$ cat src/rtl/swr_pkg.sv
package swr_pkg;

  // default build parameters
  localparam int SLOT_COUNT_DEF   = 32;
  localparam int MAX_PAYLOAD_DEF  = 1461;
  localparam int HEADER_BYTES_DEF = 11;

  // result kinds
  typedef enum logic [2:0] {
    KIND_DROP           = 3'd0,
    KIND_ACK            = 3'd1,
    KIND_FINACK         = 3'd2,
    KIND_STORE          = 3'd3,
    KIND_DELIVER_SLOT   = 3'd4,
    KIND_DELIVER_DIRECT = 3'd5
  } kind_e;

  // packet classes found by the front
  typedef enum logic [1:0] {
    CLS_BAD  = 2'd0,
    CLS_FIN  = 2'd1,
    CLS_DATA = 2'd2
  } cls_e;

  // configuration register indexes
  localparam logic [1:0] CFG_MODE   = 2'd0;
  localparam logic [1:0] CFG_WINDOW = 2'd1;
  localparam logic [1:0] CFG_INIT   = 2'd2;

  typedef struct packed {
    cls_e        cls;
    logic [31:0] seq;
    logic [10:0] plen;
  } item_t;

  typedef struct packed {
    kind_e       kind;
    logic [31:0] ack_seq;
    logic [4:0]  slot;
    logic [10:0] bytes;
    logic        last;
  } result_t;

  typedef struct packed {
    logic        mode_sr;
    logic [5:0]  win;
    logic [31:0] init_seq;
  } cfg_t;

endpackage

$ cat src/rtl/swr_fifo.sv
module swr_fifo
  #(
    parameter int WIDTH = 8,
    parameter int DEPTH = 2
  )
  (
    input  logic             clk_i,
    input  logic             rst_ni,
    input  logic             push_i,
    input  logic [WIDTH-1:0] data_i,
    output logic             full_o,
    input  logic             pop_i,
    output logic [WIDTH-1:0] data_o,
    output logic             empty_o
  );

  localparam int PW = (DEPTH > 1) ? $clog2(DEPTH) : 1;
  localparam int CW = $clog2(DEPTH + 1);

  logic [WIDTH-1:0] mem_q [DEPTH];
  logic [PW-1:0]    wr_q, rd_q;
  logic [CW-1:0]    cnt_q;
  logic             do_push, do_pop;

  assign full_o  = (cnt_q == CW'(DEPTH));
  assign empty_o = (cnt_q == '0);
  assign do_push = push_i && !full_o;
  assign do_pop  = pop_i && !empty_o;
  assign data_o  = mem_q[rd_q];

  always_ff @(posedge clk_i) begin
    if (do_push) begin
      mem_q[wr_q] <= data_i;
    end
  end

  always_ff @(posedge clk_i or negedge rst_ni) begin
    if (!rst_ni) begin
      wr_q  <= '0;
      rd_q  <= '0;
      cnt_q <= '0;
    end else begin
      if (do_push) begin
        wr_q <= (wr_q == PW'(DEPTH - 1)) ? '0 : wr_q + 1'b1;
      end
      if (do_pop) begin
        rd_q <= (rd_q == PW'(DEPTH - 1)) ? '0 : rd_q + 1'b1;
      end
      case ({do_push, do_pop})
        2'b10:   cnt_q <= cnt_q + 1'b1;
        2'b01:   cnt_q <= cnt_q - 1'b1;
        default: cnt_q <= cnt_q;
      endcase
    end
  end

endmodule

$ cat src/rtl/swr_front.sv
module swr_front
  import swr_pkg::*;
  #(
    parameter int MAX_PAYLOAD  = MAX_PAYLOAD_DEF,
    parameter int HEADER_BYTES = HEADER_BYTES_DEF
  )
  (
    input  logic [31:0] seq_number_i,
    input  logic [15:0] payload_length_i,
    input  logic [10:0] received_bytes_i,
    input  logic        checksum_good_i,
    input  logic        flag_syn_i,
    input  logic        flag_ack_i,
    input  logic        flag_fin_i,
    output item_t       item_o
  );

  logic [16:0] len_sum;
  logic        len_ok;

  // length field plus header must match the datagram size
  assign len_sum = {1'b0, payload_length_i} + 17'(HEADER_BYTES);
  assign len_ok  = (payload_length_i <= 16'(MAX_PAYLOAD)) &&
                   (len_sum == {6'b0, received_bytes_i});

  always_comb begin
    item_o.seq  = seq_number_i;
    item_o.plen = payload_length_i[10:0];
    if (!len_ok || !checksum_good_i) begin
      item_o.cls = CLS_BAD;
    end else if (flag_fin_i && !flag_syn_i && !flag_ack_i) begin
      item_o.cls = CLS_FIN;
    end else if (flag_syn_i || flag_ack_i || flag_fin_i) begin
      item_o.cls = CLS_BAD;
    end else begin
      item_o.cls = CLS_DATA;
    end
  end

endmodule

$ cat src/rtl/swr_back.sv
module swr_back
  import swr_pkg::*;
  #(
    parameter int SLOT_COUNT = SLOT_COUNT_DEF
  )
  (
    input  logic    clk_i,
    input  logic    rst_ni,
    input  cfg_t    cfg_i,
    input  logic    in_valid_i,
    input  item_t   in_item_i,
    output logic    in_pop_o,
    output logic    out_push_o,
    output result_t out_res_o,
    input  logic    out_full_i
  );

  localparam int SW   = (SLOT_COUNT > 1) ? $clog2(SLOT_COUNT) : 1;
  localparam int SUMW = $clog2(3 * SLOT_COUNT);
  localparam logic [63:0] TWO32 = 64'h1_0000_0000;
  localparam int WRAP_MOD = int'(TWO32 % SLOT_COUNT);
  localparam int CORR     = (SLOT_COUNT - WRAP_MOD) % SLOT_COUNT;
  localparam logic [SW-1:0] BASE_MOD_RST = SW'(1 % SLOT_COUNT);

  localparam logic [2:0] ST_IDLE   = 3'd0;
  localparam logic [2:0] ST_EXP    = 3'd1;
  localparam logic [2:0] ST_CMP    = 3'd2;
  localparam logic [2:0] ST_DEC    = 3'd3;
  localparam logic [2:0] ST_ACK    = 3'd4;
  localparam logic [2:0] ST_STORE  = 3'd5;
  localparam logic [2:0] ST_DRN_RD = 3'd6;
  localparam logic [2:0] ST_DRN_EM = 3'd7;

  logic [2:0]            state_q;
  item_t                 item_q;
  logic [31:0]           base_q, exp_q, pnum_q, ahead_q, behind_q;
  logic [SW-1:0]         base_mod_q, slot_q, k_q, next_mod;
  logic                  done_q;
  logic [SLOT_COUNT-1:0] valid_q;
  logic [10:0]           len_mem_q [SLOT_COUNT];
  logic [10:0]           rd_q;

  logic          zero, in_ahead, in_behind, in_win;
  logic          ok_item, gbn_deliver, fin_ok, do_store, drain_last, go;
  logic          ovf;
  logic [5:0]    d6;
  logic [SUMW-1:0] sum0, sum1, sum2;
  logic [SW+4:0] slot_x, base_x;

  // window tests on the registered distances
  assign zero      = (ahead_q == '0);
  assign in_ahead  = (ahead_q[31:6] == '0) && (ahead_q[5:0] < cfg_i.win);
  assign in_behind = (behind_q[31:6] == '0) && (behind_q[5:0] != '0) &&
                     (behind_q[5:0] <= cfg_i.win);
  assign in_win    = in_ahead || in_behind;

  assign ok_item     = !done_q && (item_q.cls != CLS_BAD);
  assign fin_ok      = ok_item && (item_q.cls == CLS_FIN) && zero;
  assign gbn_deliver = ok_item && (item_q.cls == CLS_DATA) && !cfg_i.mode_sr && zero;
  assign do_store    = ok_item && (item_q.cls == CLS_DATA) && cfg_i.mode_sr &&
                       in_ahead && !valid_q[slot_q];

  // base slot follows window_base mod slot count, also across the 32-bit wrap
  assign next_mod = ((base_q == '1) || (base_mod_q == SW'(SLOT_COUNT - 1))) ?
                    '0 : base_mod_q + 1'b1;
  assign drain_last = (k_q == SW'(SLOT_COUNT - 1)) || !valid_q[next_mod];

  // slot of seq: base slot plus offset, corrected when the packet number wrapped
  assign ovf  = (pnum_q < base_q);
  assign d6   = pnum_q[5:0] - base_q[5:0];
  assign sum0 = SUMW'(base_mod_q) + SUMW'(d6) + (ovf ? SUMW'(CORR) : '0);
  assign sum1 = (sum0 >= SUMW'(SLOT_COUNT)) ? sum0 - SUMW'(SLOT_COUNT) : sum0;
  assign sum2 = (sum1 >= SUMW'(SLOT_COUNT)) ? sum1 - SUMW'(SLOT_COUNT) : sum1;

  assign slot_x = {5'b0, slot_q};
  assign base_x = {5'b0, base_mod_q};

  assign in_pop_o = (state_q == ST_IDLE) && in_valid_i;
  assign go       = out_push_o && !out_full_i;

  always_comb begin
    out_res_o  = '0;
    out_push_o = 1'b0;
    unique case (state_q)
      ST_DEC: begin
        out_push_o     = 1'b1;
        out_res_o.last = 1'b1;
        if (!ok_item) begin
          out_res_o.kind = KIND_DROP;
        end else if (item_q.cls == CLS_FIN) begin
          if (zero) begin
            out_res_o.kind    = KIND_FINACK;
            out_res_o.ack_seq = item_q.seq;
          end
        end else if (!cfg_i.mode_sr) begin
          if (zero) begin
            out_res_o.kind  = KIND_DELIVER_DIRECT;
            out_res_o.bytes = item_q.plen;
            out_res_o.last  = 1'b0;
          end else if (in_win) begin
            out_res_o.kind    = KIND_ACK;
            out_res_o.ack_seq = exp_q;
          end
        end else if (in_win) begin
          out_res_o.kind    = KIND_ACK;
          out_res_o.ack_seq = item_q.seq;
          out_res_o.last    = !do_store;
        end
      end
      ST_ACK: begin
        out_push_o        = 1'b1;
        out_res_o.kind    = KIND_ACK;
        out_res_o.ack_seq = exp_q + 32'd1;
        out_res_o.last    = 1'b1;
      end
      ST_STORE: begin
        out_push_o      = 1'b1;
        out_res_o.kind  = KIND_STORE;
        out_res_o.slot  = slot_x[4:0];
        out_res_o.bytes = item_q.plen;
        out_res_o.last  = !zero;
      end
      ST_DRN_EM: begin
        out_push_o      = 1'b1;
        out_res_o.kind  = KIND_DELIVER_SLOT;
        out_res_o.slot  = base_x[4:0];
        out_res_o.bytes = rd_q;
        out_res_o.last  = drain_last;
      end
      default: begin
        out_push_o = 1'b0;
      end
    endcase
  end

  // slot length memory: one write port, one registered read port
  always_ff @(posedge clk_i) begin
    if ((state_q == ST_STORE) && go) begin
      len_mem_q[slot_q] <= item_q.plen;
    end
    if (state_q == ST_DRN_RD) begin
      rd_q <= len_mem_q[base_mod_q];
    end
  end

  always_ff @(posedge clk_i) begin
    if (in_pop_o) begin
      item_q <= in_item_i;
    end
    if (state_q == ST_EXP) begin
      exp_q  <= base_q + cfg_i.init_seq;
      pnum_q <= item_q.seq - cfg_i.init_seq;
    end
    if (state_q == ST_CMP) begin
      ahead_q  <= item_q.seq - exp_q;
      behind_q <= exp_q - item_q.seq;
      slot_q   <= sum2[SW-1:0];
    end
  end

  always_ff @(posedge clk_i or negedge rst_ni) begin
    if (!rst_ni) begin
      state_q    <= ST_IDLE;
      base_q     <= 32'd1;
      base_mod_q <= BASE_MOD_RST;
      done_q     <= 1'b0;
      valid_q    <= '0;
      k_q        <= '0;
    end else begin
      unique case (state_q)
        ST_IDLE: begin
          if (in_valid_i) begin
            state_q <= ST_EXP;
          end
        end
        ST_EXP: begin
          state_q <= ST_CMP;
        end
        ST_CMP: begin
          state_q <= ST_DEC;
        end
        ST_DEC: begin
          if (go) begin
            if (gbn_deliver) begin
              valid_q[base_mod_q] <= 1'b0;
              base_q              <= base_q + 32'd1;
              base_mod_q          <= next_mod;
              state_q             <= ST_ACK;
            end else if (fin_ok) begin
              done_q  <= 1'b1;
              state_q <= ST_IDLE;
            end else if (do_store) begin
              state_q <= ST_STORE;
            end else begin
              state_q <= ST_IDLE;
            end
          end
        end
        ST_ACK: begin
          if (go) begin
            state_q <= ST_IDLE;
          end
        end
        ST_STORE: begin
          if (go) begin
            valid_q[slot_q] <= 1'b1;
            k_q             <= '0;
            state_q         <= zero ? ST_DRN_RD : ST_IDLE;
          end
        end
        ST_DRN_RD: begin
          state_q <= ST_DRN_EM;
        end
        ST_DRN_EM: begin
          if (go) begin
            valid_q[base_mod_q] <= 1'b0;
            base_q              <= base_q + 32'd1;
            base_mod_q          <= next_mod;
            k_q                 <= k_q + 1'b1;
            state_q             <= drain_last ? ST_IDLE : ST_DRN_RD;
          end
        end
        default: begin
          state_q <= ST_IDLE;
        end
      endcase
    end
  end

endmodule

$ cat src/rtl/sliding_window_receiver.sv
// Sliding-window receiver: one packet header per input transaction, one or
// more result transactions per packet (drop, ack, fin-ack, store, deliver),
// the final one flagged by last_result_o. A two-entry input queue and a
// four-entry result queue decouple the ports from the sequencer; full rises
// once two packets wait behind the one the sequencer is working on. Each
// packet passes the load, expected sequence and distances steps before its
// first result, then emits its results in turn, waiting while the result
// queue is full; an in-order drain reads each slot length from the
// registered read port of the slot length memory, then emits that slot.
// The slot length memory has no reset and no clearing pass; slot valid bits
// live in flip-flops and are cleared by reset.
module sliding_window_receiver
  import swr_pkg::*;
  #(
    parameter int SLOT_COUNT   = SLOT_COUNT_DEF,
    parameter int MAX_PAYLOAD  = MAX_PAYLOAD_DEF,
    parameter int HEADER_BYTES = HEADER_BYTES_DEF
  )
  (
    input  logic        clk_i,
    input  logic        rst_ni,
    // configuration write channel
    input  logic        cfg_valid_i,
    output logic        cfg_ready_o,
    input  logic [1:0]  cfg_index_i,
    input  logic [31:0] cfg_data_i,
    // packet header input queue side
    input  logic        push,
    output logic        full,
    input  logic [31:0] seq_number_i,
    input  logic [15:0] payload_length_i,
    input  logic [10:0] received_bytes_i,
    input  logic        checksum_good_i,
    input  logic        flag_syn_i,
    input  logic        flag_ack_i,
    input  logic        flag_fin_i,
    // result queue side
    output logic        empty,
    input  logic        pop,
    output logic [2:0]  result_kind_o,
    output logic [31:0] ack_sequence_o,
    output logic [4:0]  slot_index_o,
    output logic [10:0] data_bytes_o,
    output logic        last_result_o
  );

  localparam int IN_Q_DEPTH  = 2;
  localparam int OUT_Q_DEPTH = 4;
  localparam int ITEM_W      = $bits(item_t);
  localparam int RES_W       = $bits(result_t);

  // configuration registers
  logic        mode_q;
  logic [5:0]  wsize_q;
  logic [31:0] init_q;
  cfg_t        cfg;

  // front to back queue
  item_t             front_item;
  logic [ITEM_W-1:0] in_q_data;
  logic              in_q_empty, in_q_pop;

  // back to result queue
  result_t          back_res, head_res;
  logic [RES_W-1:0] out_q_data;
  logic             out_push, out_full;

  // writes must only arrive while idle, which the block leaves to the user; the channel is always ready
  assign cfg_ready_o = 1'b1;

  always_ff @(posedge clk_i or negedge rst_ni) begin
    if (!rst_ni) begin
      mode_q  <= 1'b1;
      wsize_q <= 6'd8;
      init_q  <= 32'd0;
    end else if (cfg_valid_i && cfg_ready_o) begin
      unique case (cfg_index_i)
        CFG_MODE:   mode_q  <= cfg_data_i[0];
        CFG_WINDOW: wsize_q <= cfg_data_i[5:0];
        CFG_INIT:   init_q  <= cfg_data_i;
        default:    mode_q  <= mode_q;
      endcase
    end
  end

  // effective window: zero acts as one, clamped to the slot count so the
  // ring never aliases
  always_comb begin
    cfg.mode_sr  = mode_q;
    cfg.init_seq = init_q;
    if (wsize_q == '0) begin
      cfg.win = 6'd1;
    end else if (wsize_q > 6'(SLOT_COUNT)) begin
      cfg.win = 6'(SLOT_COUNT);
    end else begin
      cfg.win = wsize_q;
    end
  end

  // front: length, checksum and flag checks that need no window state
  swr_front #(
    .MAX_PAYLOAD  (MAX_PAYLOAD),
    .HEADER_BYTES (HEADER_BYTES)
  ) u_front (
    .seq_number_i     (seq_number_i),
    .payload_length_i (payload_length_i),
    .received_bytes_i (received_bytes_i),
    .checksum_good_i  (checksum_good_i),
    .flag_syn_i       (flag_syn_i),
    .flag_ack_i       (flag_ack_i),
    .flag_fin_i       (flag_fin_i),
    .item_o           (front_item)
  );

  // classified packets wait here for the sequencer
  swr_fifo #(
    .WIDTH (ITEM_W),
    .DEPTH (IN_Q_DEPTH)
  ) u_in_q (
    .clk_i   (clk_i),
    .rst_ni  (rst_ni),
    .push_i  (push),
    .data_i  (front_item),
    .full_o  (full),
    .pop_i   (in_q_pop),
    .data_o  (in_q_data),
    .empty_o (in_q_empty)
  );

  // back: window checks, slot ring, in-order drain
  swr_back #(
    .SLOT_COUNT (SLOT_COUNT)
  ) u_back (
    .clk_i      (clk_i),
    .rst_ni     (rst_ni),
    .cfg_i      (cfg),
    .in_valid_i (!in_q_empty),
    .in_item_i  (item_t'(in_q_data)),
    .in_pop_o   (in_q_pop),
    .out_push_o (out_push),
    .out_res_o  (back_res),
    .out_full_i (out_full)
  );

  // results stay here until the consumer pops them
  swr_fifo #(
    .WIDTH (RES_W),
    .DEPTH (OUT_Q_DEPTH)
  ) u_out_q (
    .clk_i   (clk_i),
    .rst_ni  (rst_ni),
    .push_i  (out_push),
    .data_i  (back_res),
    .full_o  (out_full),
    .pop_i   (pop),
    .data_o  (out_q_data),
    .empty_o (empty)
  );

  // head of the result queue on the ports
  assign head_res       = result_t'(out_q_data);
  assign result_kind_o  = head_res.kind;
  assign ack_sequence_o = head_res.ack_seq;
  assign slot_index_o   = head_res.slot;
  assign data_bytes_o   = head_res.bytes;
  assign last_result_o  = head_res.last;

endmodule

$ cat config.mk
export PLATFORM = sky130hd
export DESIGN_NAME = sliding_window_receiver
export DESIGN_NICKNAME = d
export VERILOG_FILES = /design/src/rtl/swr_pkg.sv /design/src/rtl/swr_fifo.sv /design/src/rtl/swr_front.sv /design/src/rtl/swr_back.sv /design/src/rtl/sliding_window_receiver.sv
export SDC_FILE = /design/constraint.sdc
export NUM_CORES = 1
export LEC_CHECK = 0
export BUFFER_PORTS_ARGS = -buffer_cell sky130_fd_sc_hd__buf_2
export CAP_MARGIN = 10
export CORE_ASPECT_RATIO = 1.4
export CORE_UTILIZATION = 30
export CTS_BUF_LIST = sky130_fd_sc_hd__clkbuf_4
export CTS_CLUSTER_DIAMETER = 60
export CTS_CLUSTER_SIZE = 40
export DETAILED_ROUTE_END_ITERATION = 6
export PLACE_DENSITY = 0.44
export SLEW_MARGIN = 30
export SYNTH_ARGS = -nofsm -noshare
export SYNTH_HDL_FRONTEND = slang
export SYNTH_SLANG_ARGS = --single-unit
$ cat constraint.sdc
create_clock -name clk_i -period 7.2 [get_ports clk_i]
set_input_delay 1.08 -clock clk_i [delete_from_list [all_inputs] [get_ports clk_i]]
set_output_delay 1.08 -clock clk_i [all_outputs]
set_load 0.02 [all_outputs]
==> out/qor.csv, run 1 <==
stage,metric,value,unit
outcome,outcome,"complete, no violations",
clock_tree,clock_sink_count,939,
flow_run,max_cap_viol_count,0,
final_layout,final_nets,3300,
pwr,p_int,9.76,mW
clock_tree,cts_tree,done,
final_layout,seq_area,27600,sq um
detailed_routing,avgRoutedWirePerCell,25.9,um
global_route,antenna_found_initial,10,
detailed_routing,wl,130,mm
global_route,grt_use_total,18.0,%
final_layout,drive_gt1_share,21.1,%
floorplanning,die_y,449,um
clock_tree,cts_buffers,71,
floorplanning,start_util,30.3,%
worst_setup_path,start_kind,flop,
floorplanning,rows,163,
pwr,combPwrFrac,30.2,%
pwr,p_per_area,327,nW/um^2
worst_hold_path,hold_path_class,input port to flop,
timing,worstMarginPinSlew,1.01,ns
synth,yosysTopAreaCell,edfxtp_1,
timing,slew_headroom,32.3,%
detailed_routing,via_count,25400,
pwr,pwr-share-clk,19.5,%
worst_setup_path,path_max_fanout,32,
detailed_routing,drtAntennaViolNets,0,
final_layout,multi_input_area,14500,sq um
clock_tree,clk_pin_slew_worst_paths,0.23,ns
pwr,swShare,37.5,%
clock_tree,cts-root-buf,clkbuf_4,
worst_setup_path,ff2ff_path_depth,12,
timing,setup_viol,0,
detailed_routing,initialDrtViolationCount,1757,
global_route,grt_pass1_vias,26500,
place,port_buffers,155,
synth,avgSynthCellArea,14.9,sq um
clock_tree,clk_path_buf_depth,3,
synth,ys_top_cells_by_area,"edfxtp_1 57%, mux4_2 8.2%, dfrtp_1 7.2%",
worst_hold_path,hp-start,cfg_data_i[12],
worst_setup_path,r2r-end,u_back.exp_q[30]$_DFFE_PP_,
timing,slew_viol_final,0,
final_layout,fill_cells,13600,
synth,synth_cell_types,85,
clock_tree,clock_latency,1.18,ns
synth,ys_seq_elements,939,
synth,ys_seq_area_share,64.4,%
timing,max_freq,0.222,GHz
worst_setup_path,cp-end-kind,output port,
timing,fin_setup_tns,0,ns
clock_tree,htree_levels,3,
worst_setup_path,r2r-start,u_back.base_q[0]$_DFFE_PN1P_,
worst_hold_path,min_to,init_q[12]$_DFFE_PN0P_,
clock_tree,post_cts_resized,0,
synth,synth_nets,3108,
floorplanning,dieArea,144000,sq um
detailed_routing,drc_errors,0,
worst_hold_path,worstHoldPathCells,2,
global_route,grt_max_degree,82,
synth,yosys_warnings,0,
detailed_routing,firstDrtPassIters,6,
timing,rsz0062_at_grt,false,
global_route,grt_pass1_wl,188,mm
floorplanning,coreArea,141000,sq um
worst_setup_path,critPathArrivalTime,3.43,ns
synth,synth_edf_count,811,
synth,netlist_instances,2865,
floorplanning,ios,157,
place,dp_hpwl,93.5,mm
synth,synth_area,42800,sq um
timing,period_needed,4.51,ns
pwr,p_leak,16.7,nW
global_route,gr-total-overflow,0,
synth,synth_top_area_share,56.9,%
timing,fin_skew,0.118,ns
synth,async_flop_share,13.6,%
synth,synthFlopType,edfxtp_1,
pwr,switching_power,5.86,mW
floorplanning,die_w,321,um
pwr,finalPower,15.6,mW
place,finalWeightedCongestion,0.898,
final_layout,syn2layout_area_growth,11.7,%
pwr,ir_drop,0.242,mV
worst_setup_path,required,6.12,ns
detailed_routing,vias_per_cell,5.07,
timing,finalCritPeriodShare,62.6,%
pwr,seq_power_share,50.3,%
worst_setup_path,critPathKind,flop to output port,
worst_setup_path,r2r_slack,3.23,ns
timing,hold_violations,0,
final_layout,final_common_cell,edfxtp_1,
final_layout,final_cell_mix,"811 x edfxtp_1, 172 x nand2_1, 155 x mux4_2",
final cells by class:
type	instances	share of cell area, %
sequential	939	57.7
multi-input combinational	1685	30.2
tap	1897	4.96
timing repair buffer	242	3.21
clock inverter	56	1.79
clock buffer	75	1.18
inverter	118	0.926
antenna	10	0.0523
worst max-delay path: stages, from the launching register on:
cell	delay, ns
dfrtp_4	0.77
buf_4	0.63
mux4_2	0.65
buf_2	0.19
metrics by stage:
| stage | util (%) | std cells | hold slack (ns) | worst slack, ns | instance area, sq um |
|---|---|---|---|---|---|
| floorplan | - | 2865 | 0.456 | 0.778 | 42800 |
| global placement | 32.5 | 4842 | 0.474 | 2.97 | 45900 |
| detailed placement | 32.6 | 4846 | 0.484 | 3.08 | 46000 |
| CTS | 33.8 | 5012 | 0.00306 | 2.39 | 47800 |
| global route | 33.8 | 5020 | 0.0460 | 2.35 | 47800 |
| finish | 33.8 | 5022 | 0.169 | 2.69 | 47800 |
Yosys cell counts (21+ instances only):
library cell  number
nor4_1            23
a21oi_1           87
mux2_2            84
o21a_1            21
o21ai_0          117
nand2_1          172
nor2b_1           25
a21o_1            65
inv_1            117
clkbuf_1          97
nand4_1           45
and3_1            21
ha_1             134
nor2_1           138
nand3_1           66
dfrtp_1          124
a31oi_1           25
nand2b_1          22
xnor2_1          110
edfxtp_1         811
mux4_2           155
xor2_1            46
a22oi_1           62
nor3_1            32
logic make-up (layout without fill, tap and decap cells):
family,count (synthesis),count (layout),synth area share [%]
other cells,1,11,0.00876
buf+inv,241,491,2.18
compound gates,527,527,8.40
xor+xnor,156,156,3.19
flops,939,939,64.4
fa+ha+maj,141,141,4.24
mux,249,249,10.6
simple gates,611,611,7.00
timing repair:
item,CTS,global route
hold buffers,35,0
endpoints found under the hold margin,140,0
buffers inserted,0,0
how the worst max path moves through the flow:
stage,end,from,cells past startpoint
2_1_floorplan,u_in_q.cnt_q[1]$_DFFE_PN0P_,u_back.state_q[0]$_DFFE_PN0P_,6
3_3_place_gp,u_out_q.mem_q[2][31]$_DFFE_PP_,u_back.behind_q[7]$_DFFE_PP_,6
3_5_place_dp,u_back.rd_q[9]$_DFFE_PN_,u_back.base_mod_q[0]$_DFFE_PN1P_,5
4_1_cts,ack_sequence_o[0],u_out_q.rd_q[0]$_DFFE_PN0P_,3
5_1_grt,ack_sequence_o[8],u_out_q.rd_q[0]$_DFFE_PN0P_,3
6_report,ack_sequence_o[12],u_out_q.rd_q[0]$_DFFE_PN0P_,3
power by group through the flow:
stage	Combinational, mW	Clock [mW]	Sequential [mW]
2_1_floorplan	3.20	0	7.66
3_3_place_gp	4.75	0	7.99
3_5_place_dp	4.80	0	8.02
4_1_cts	4.83	3.18	7.90
5_1_grt	5.15	3.34	7.96
6_report	4.71	3.05	7.86
routing by layer:
layer | vias to the layer above | part of all wire (%) | wire, um | track usage, %
met2 | 593 | 56 | 72500 | 34.6
li1 | 11500 | - | - | -
met3 | 201 | 3.5 | 4530 | 2.25
met1 | 13200 | 36 | 47100 | 19.4
met5 | - | 0.043 | 56 | 0
met4 | 8 | 4.5 | 5820 | 8.12
registers in the layout (all words and copies together), names as in the netlist, 2 cells and up:
name,flops
u_back.len_mem_q,352
wsize_q,6
u_out_q.mem_q,208
u_back.base_mod_q,5
u_out_q.cnt_q,3
u_back.valid_q,32
u_back.exp_q,32
u_out_q.rd_q,2
u_back.rd_q,11
u_back.behind_q,32
u_back.ahead_q,31
u_back.item_q,45
u_back.base_q,32
u_in_q.mem_q,90
u_in_q.cnt_q,2
u_back.state_q,3
u_out_q.wr_q,2
u_back.slot_q,5
u_back.k_q,5
u_back.pnum_q,5
init_q,32
Power figures use the tool's default switching activity.
==> run 2: changes to the inputs <==
- clock period: 7.2 -> 4.4 ns (I/O delays scaled with it)
==> run 2 against run 1 <==
Against the previous run: clock skew grew 0.040 ns; global-route usage shrank 0.58 points; wire length shrank 3.4%; count of clock-buffer cells in the layout is the same; non-clock buffer count grew 84; critical path type unchanged; critical endpoint is now ack_sequence_o[21]; largest cell class unchanged.
==> out/qor.csv, run 2 (synthesis results as in run 1) <==
stage,metric,value,unit,change
final_layout,largest_register_ff_count,352,,unchanged
floorplanning,die_y,449,um,unchanged
clock_tree,clk_pin_slew_worst_paths,0.20,ns,-0.03 ns
place,place_area,46300,sq um,+0.51%
worst_setup_path,required,3.74,ns,-2.38 ns
final_layout,drive_gt1_share,21.0,%,-0.067 points
final_layout,final_nets,3385,,+2.6%
detailed_routing,firstDrtPassIters,5,,-1
worst_setup_path,start_kind,flop,,
floorplanning,die_w,321,um,unchanged
timing,fin_setup_tns,0,ns,unchanged
timing,max_freq,0.261,GHz,
place,dp_hpwl,90.3,mm,-3.4%
place,placed_cells,4881,,+0.72%
global_route,gr-total-overflow,0,,unchanged
timing,period_needed,3.83,ns,
detailed_routing,initialDrtViolationCount,1732,,-1.4%
pwr,ir_drop,0.261,mV,+8.0%
worst_setup_path,r2r_slack,0.76,ns,-2.47 ns
timing,rsz0062_at_grt,false,,
final_layout,fin_cells,5105,,+1.7%
clock_tree,cts_buffers,72,,+1.4%
detailed_routing,drc_errors,0,,unchanged
floorplanning,dieArea,144000,sq um,unchanged
worst_setup_path,r2r-start,u_back.base_q[0]$_DFFE_PN1P_,,
flow_run,max_cap_viol_count,0,,unchanged
global_route,grt_max_degree,83,,+1.2%
final_layout,final_common_cell,edfxtp_1,,
worst_hold_path,hold_path_class,input port to asynchronous set/reset pin,,
final_layout,final_cell_mix,"811 x edfxtp_1, 172 x nand2_1, 155 x mux4_2",,
worst_setup_path,critPathArrivalTime,3.17,ns,-0.26 ns
final_layout,top_regs,"u_back.len_mem_q: 352 flops, u_out_q.mem_q: 208 flops, u_in_q.mem_q: 90 flops",,
global_route,grt_pass1_vias,27200,,+2.5%
timing,fin_skew,0.159,ns,+0.0401 ns
clock_tree,cts_tree,done,,
timing,setup_ws,0.570,ns,-2.12 ns
clock_tree,clock_sink_count,939,,unchanged
clock_tree,post_cts_buffers,0,,unchanged
outcome,outcome,"complete, no violations",,
floorplanning,rows,163,,unchanged
clock_tree,clock_latency,1.20,ns,+0.02 ns
pwr,p_leak,17.0,nW,+2.2%
worst_setup_path,path_max_fanout,38,,+19%
timing,finalCritPeriodShare,87.1,%,
global_route,grt_pass1_wl,184,mm,-2.2%
pwr,p_per_area,525,nW/um^2,+61%
timing,slew_headroom,35.2,%,+2.8 points
timing,setup_viol,0,,unchanged
timing,worstMarginPinSlew,0.967,ns,-0.0419 ns
floorplanning,ios,157,,unchanged
clock_tree,cts-root-buf,clkbuf_4,,
clock_tree,htree_levels,3,,unchanged
detailed_routing,via_count,25600,,+0.60%
place,port_buffers,155,,unchanged
detailed_routing,wl,126,mm,-3.4%
clock_tree,clk_path_buf_depth,3,,unchanged
floorplanning,coreArea,141000,sq um,unchanged
detailed_routing,drtAntennaViolNets,0,,unchanged
final_layout,regMostFlops,u_back.len_mem_q,,
detailed_routing,avgRoutedWirePerCell,24.6,um,-4.9%
pwr,finalPower,25.5,mW,+63%
floorplanning,start_util,30.3,%,unchanged
global_route,grt_use_total,17.5,%,-0.58 points
final_layout,syn2layout_area_growth,13.3,%,
final_layout,fin_area,48500,sq um,+1.4%
place,dp_slack,0.827,ns,-2.26 ns
global_route,antenna_found_initial,8,,-2
place,finalWeightedCongestion,0.881,,-1.9%
worst_setup_path,r2r-end,u_back.exp_q[30]$_DFFE_PP_,,
timing,hold_violations,0,,unchanged
final_layout,fill_cells,13700,,+0.23%
worst_setup_path,ff2ff_path_depth,12,,unchanged
worst_setup_path,critPathLaunch,u_out_q.rd_q[0]$_DFFE_PN0P_,,
detailed_routing,vias_per_cell,5.01,,-1.0%
worst_setup_path,cp-end-kind,output port,,
timing,slew_viol_final,0,,unchanged
worst_setup_path,critPathKind,flop to output port,,
## run 2: changes by cell type in the layout (fill, tap and decap cells not counted), moves of 5 or more
cell and delta:
dlygate4sd3_1 +48, buf_4 +38, inv_12 -5, inv_8 +5
nor2_2 -22, o21ai_0 +7, nor2_1 +21, o21ai_1 -7
## run 2: repair_timing
item | 4_1_cts | 5_1_grt
hold buffers | 83 | 0
hold endpoints to repair | 207 | 0
resized for setup | 0 | 0
## run 2: report_power, final
part | internal [mW] | leakage [nW] | total [mW] | switching [mW]
clock | 1.26 | 0.705 | 4.79 | 3.52
combinational | 2.94 | 7.29 | 7.71 | 4.77
sequential | 11.7 | 9.04 | 13.0 | 1.22
## run 2: layout make-up
cell class,count,area (sq um),area share [%]
multi-input combinational,1685,14400,29.7
clock inverter,58,787,1.62
inverter,118,443,0.913
clock buffer,75,563,1.16
antenna,7,17.5,0.0361
sequential,939,27600,56.9
timing repair buffer,326,2310,4.76
tap,1897,2370,4.89
## run 2: worst max-delay path by stage
| stage | end | slack (ns) | cells past startpoint |
|---|---|---|---|
| 3_3_place_gp | u_back.exp_q[28]$_DFFE_PP_ | 0.76 | 12 |
| 3_5_place_dp | u_back.exp_q[30]$_DFFE_PP_ | 0.83 | 12 |
| 4_1_cts | data_bytes_o[0] | 0.30 | 3 |
| 6_report | ack_sequence_o[21] | 0.57 | 3 |
| 5_1_grt | ack_sequence_o[21] | 0.29 | 3 |
| 2_1_floorplan | u_in_q.cnt_q[1]$_DFFE_PN0P_ | 0.06 | 6 |
## run 2: routing by layer
layer | vias to the layer above | wire [um] | track usage (%)
li1 | 11700 | - | -
met1 | 13100 | 45300 | 18.5
met2 | 613 | 70500 | 33.9
met3 | 202 | 4260 | 2.13
met4 | 6 | 5530 | 7.72
met5 | - | 39 | 0
## run 2: metrics by stage
| stage | utilization, % | hold WS [ns] |
|---|---|---|
| floorplan | - | 0.364 |
| global placement | 32.7 | 0.473 |
| detailed placement | 32.7 | 0.484 |
| CTS | 34.3 | 0.00607 |
| global route | 34.3 | 0.0749 |
| finish | 34.3 | 0.112 |
## run 2: worst max-delay path, cell delays in order, from the launching register on
cell,delay (ns)
dfrtp_4,0.98
buf_4,0.37
mux4_2,0.56
buf_2,0.18
==> run 3: changes to the inputs <==
- ABC_AREA: default -> 1
==> run 3 against run 2 <==
Against the previous run: combinational power increased by 76%; first-iteration DRC count increased by 30%; fmax decreased by 5.7%; worst hold slack improved by 0.059 ns; area after synthesis increased by 3.8%; global-route usage increased by 2.8 points; utilization increased by 0.072 points; total power increased by 25%; critical path type unchanged.
==> out/qor.csv, run 3 <==
stage,metric,value,unit,change
global_route,antenna_found_initial,12,,+4
final_layout,final_nets,4523,,+34%
pwr,ir_drop,0.296,mV,+13%
synth,ys_top_cells_by_area,"edfxtp_1 55%, dfrtp_1 7.0%, o21ai_0 5.0%",,
worst_hold_path,min_to,wsize_q[4]$_DFFE_PN0P_,,
global_route,grt_pass1_wl,222,mm,+21%
worst_setup_path,critPathArrivalTime,3.40,ns,+0.23 ns
worst_setup_path,path_depth,5,,+2
final_layout,final_util,34.4,%,+0.072 points
timing,fin_setup_tns,0,ns,unchanged
synth,synth_cell_types,68,,-20%
worst_setup_path,r2r-end,u_out_q.mem_q[1][0]$_DFFE_PP_,,
worst_setup_path,cpPeakStageDelay,0.75,ns,-0.23 ns
place,placed_cells,6039,,+24%
clock_tree,clock_sink_count,939,,unchanged
final_layout,regMostFlops,u_back.len_mem_q,,
detailed_routing,drc_errors,0,,unchanged
pwr,finalPower,31.9,mW,+25%
clock_tree,clock_latency,1.18,ns,-0.02 ns
global_route,grt_use_total,20.3,%,+2.8 points
timing,fin_skew,0.135,ns,-0.0238 ns
synth,ys_seq_area_share,62.0,%,-2.4 points
floorplanning,rows,166,,+1.8%
clock_tree,cts_tree,done,,
synth,yosys_warnings,0,,unchanged
clock_tree,clk_pin_slew_worst_paths,0.21,ns,about the same
worst_hold_path,hold_path_class,input port to flop,,
timing,whs,0.171,ns,+0.0590 ns
detailed_routing,avgRoutedWirePerCell,24.4,um,-0.89%
timing,slew_headroom,38.0,%,+2.8 points
worst_setup_path,cp_cell_sequence,"inv_4, buf_4, o21ai_0, o22ai_1, buf_2",,
final_layout,final_cell_mix,"811 x edfxtp_1, 500 x nor2_1, 485 x nand2_1",,
floorplanning,start_util,30.3,%,about the same
outcome,outcome,"complete, no violations",,
timing,rsz0062_at_grt,false,,
pwr,switching_power,14.5,mW,+52%
floorplanning,die_w,327,um,+1.9%
worst_setup_path,critPathKind,flop to output port,,
synth,avgSynthCellArea,11.1,sq um,-26%
floorplanning,ios,157,,unchanged
worst_setup_path,crit_slowest_cell,dfrtp_4,,
pwr,p_leak,18.4,nW,+7.9%
clock_tree,cts-root-buf,clkbuf_4,,
final_layout,drive_gt1_share,13.3,%,-7.8 points
detailed_routing,wl,153,mm,+22%
pwr,pwr-share-clk,15.9,%,-2.9 points
pwr,combPwrFrac,42.5,%,+12 points
final_layout,largest_register_ff_count,352,,unchanged
worst_setup_path,r2r-start,u_back.base_mod_q[0]$_DFFE_PN1P_,,
synth,async_flop_share,13.6,%,unchanged
worst_setup_path,ff2ff_path_depth,16,,+4
final_layout,fin_cells,6283,,+23%
synth,ys_seq_elements,939,,unchanged
worst_setup_path,cp-end-kind,output port,,
worst_setup_path,path_max_fanout,48,,+26%
detailed_routing,vias_per_cell,5.03,,+0.38%
final_layout,top_regs,"u_back.len_mem_q: 352 flops, u_out_q.mem_q: 208 flops, u_in_q.mem_q: 90 flops",,
worst_setup_path,start_kind,flop,,
final_layout,final_common_cell,edfxtp_1,,
timing,max_freq,0.246,GHz,-5.7%
worst_setup_path,crit_buf_inv,3,,+1
global_route,gr-total-overflow,0,,unchanged
timing,finalCritPeriodShare,92.3,%,+5.2 points
worst_setup_path,crit_family,buffers and inverters,,
worst_hold_path,worstHoldPathCells,4,,
detailed_routing,via_count,31600,,+24%
detailed_routing,drtAntennaViolNets,0,,unchanged
clock_tree,cts_buffers,79,,+9.7%
timing,setup_viol,0,,unchanged
synth,synth_commonest_cells,"811 x edfxtp_1, 511 x nor2_1, 485 x nand2_1",,
synth,synth_edf_count,811,,unchanged
synth,netlist_instances,4022,,+40%
synth,yosysMostFrequentCell,edfxtp_1,,
synth,synth_area,44500,sq um,+3.8%
worst_setup_path,r2r_slack,0.78,ns,+0.02 ns
worst_setup_path,required,3.74,ns,about the same
floorplanning,die_y,458,um,+1.9%
clock_tree,clk_path_buf_depth,3,,unchanged
synth,yosysTopAreaCell,edfxtp_1,,
global_route,grt_pass1_vias,31900,,+17%
detailed_routing,initialDrtViolationCount,2256,,+30%
detailed_routing,firstDrtPassIters,5,,unchanged
pwr,p_int,17.4,mW,+9.4%
timing,worstMarginPinSlew,0.930,ns,-0.0370 ns
timing,hold_violations,0,,unchanged
pwr,seq_power_share,41.6,%,-9.3 points
floorplanning,coreArea,147000,sq um,+3.8%
synth,synth_nets,4265,,+37%
pwr,p_per_area,633,nW/um^2,+21%
final_layout,syn2layout_area_growth,13.4,%,
clock_tree,htree_levels,3,,unchanged
worst_hold_path,hp-start,cfg_index_i[1],,
pwr,swShare,45.4,%,+8.0 points
floorplanning,dieArea,150000,sq um,+3.8%
global_route,grt_max_degree,80,,-3.6%
timing,period_needed,4.06,ns,+0.231 ns
timing,slew_viol_final,0,,unchanged
flow_run,max_cap_viol_count,0,,unchanged
place,port_buffers,155,,unchanged
synth,synthFlopType,edfxtp_1,,
place,finalWeightedCongestion,1.02,,+15%
synth,synth_top_area_share,54.8,%,-2.1 points
place,dp_hpwl,110,mm,+21%
[run 3: area by class of cell]
| type | count | area (sq um) |
|---|---|---|
| clock inverter | 65 | 843 |
| fill | 14900 | 96200 |
| antenna | 4 | 10.0 |
| inverter | 306 | 1150 |
| sequential | 939 | 27600 |
| clock buffer | 83 | 623 |
| multi-input combinational | 2605 | 15200 |
| timing repair buffer | 349 | 2580 |
| tap | 1932 | 2420 |
[run 3: timing repair]
action / in CTS / in global routing
setup buffers: 0 / 0
hold endpoints to repair: 235 / 0
resized for setup: 2 / 0
setup endpoints to repair: 3 / 0
hold buffers: 92 / 0
[run 3: worst max-delay path by stage]
stage,startpoint,end,slack [ns]
floorplan,u_back.state_q[0]$_DFFE_PN0P_,u_back.state_q[1]$_DFFE_PN0P_,0.28
global placement,u_back.base_mod_q[0]$_DFFE_PN1P_,u_out_q.mem_q[0][0]$_DFFE_PP_,0.74
detailed placement,u_back.base_mod_q[0]$_DFFE_PN1P_,u_out_q.mem_q[0][0]$_DFFE_PP_,0.76
CTS,u_out_q.rd_q[0]$_DFFE_PN0P_,ack_sequence_o[24],0.14
global route,u_out_q.rd_q[0]$_DFFE_PN0P_,data_bytes_o[1],0.08
finish,u_out_q.rd_q[0]$_DFFE_PN0P_,data_bytes_o[1],0.34
[run 3: routing by layer]
metal  up-vias  GRT usage [%]  part of all wire (%)
li1      15000              -                     -
met5         -              0                0.0085
met2       712           37.1                    53
met1     15700           23.3                    39
met3       247           2.30                   3.3
met4         2           9.62                   5.0
[run 3: through the flow]
stage                     setup WS [ns]  area, sq um
final                             0.339        50400
after global routing             0.0798        50400
after CTS                         0.143        50400
after detailed placement          0.764        48000
after global placement            0.738        48000
after floorplan                   0.284        44500
[run 3: power by group through the flow]
stage	clock network [mW]	registers (mW)	logic (mW)
2_1_floorplan	0	12.9	8.23
3_3_place_gp	0	13.5	13.8
3_5_place_dp	0	13.5	13.7
4_1_cts	5.30	13.3	13.8
5_1_grt	5.57	13.4	14.8
6_report	5.09	13.3	13.6
[run 3: worst reg2reg max path, stage by stage (launching register included)]
cell	delay (ns)
dfstp_4	0.97
ha_1	0.23
buf_4	0.18
nand2_1	0.10
nor2_1	0.13
ha_1	0.15
clkinv_1	0.47
nand3_2	0.39
inv_2	0.11
nand3_1	0.09
nand3_1	0.08
nand2_1	0.08
nand2_1	0.06
nand3_2	0.10
nand3_1	0.07
nand2_1	0.07
o211ai_1	0.14
[run 3: cells by family (layout without fill, tap and decap cells)]
group | Yosys count | count (layout) | synth area share, %
XOR/XNOR | 154 | 154 | 3.03
adder cells (fa/ha/maj) | 141 | 141 | 4.09
flip-flops | 939 | 939 | 62.0
AND/OR/NAND/NOR | 1261 | 1261 | 12.2
other | 1 | 5 | 0.00843
AO/OA/AOI/OAI | 977 | 977 | 12.8
buffers and inverters | 478 | 803 | 4.13
multiplexers | 71 | 71 | 1.80
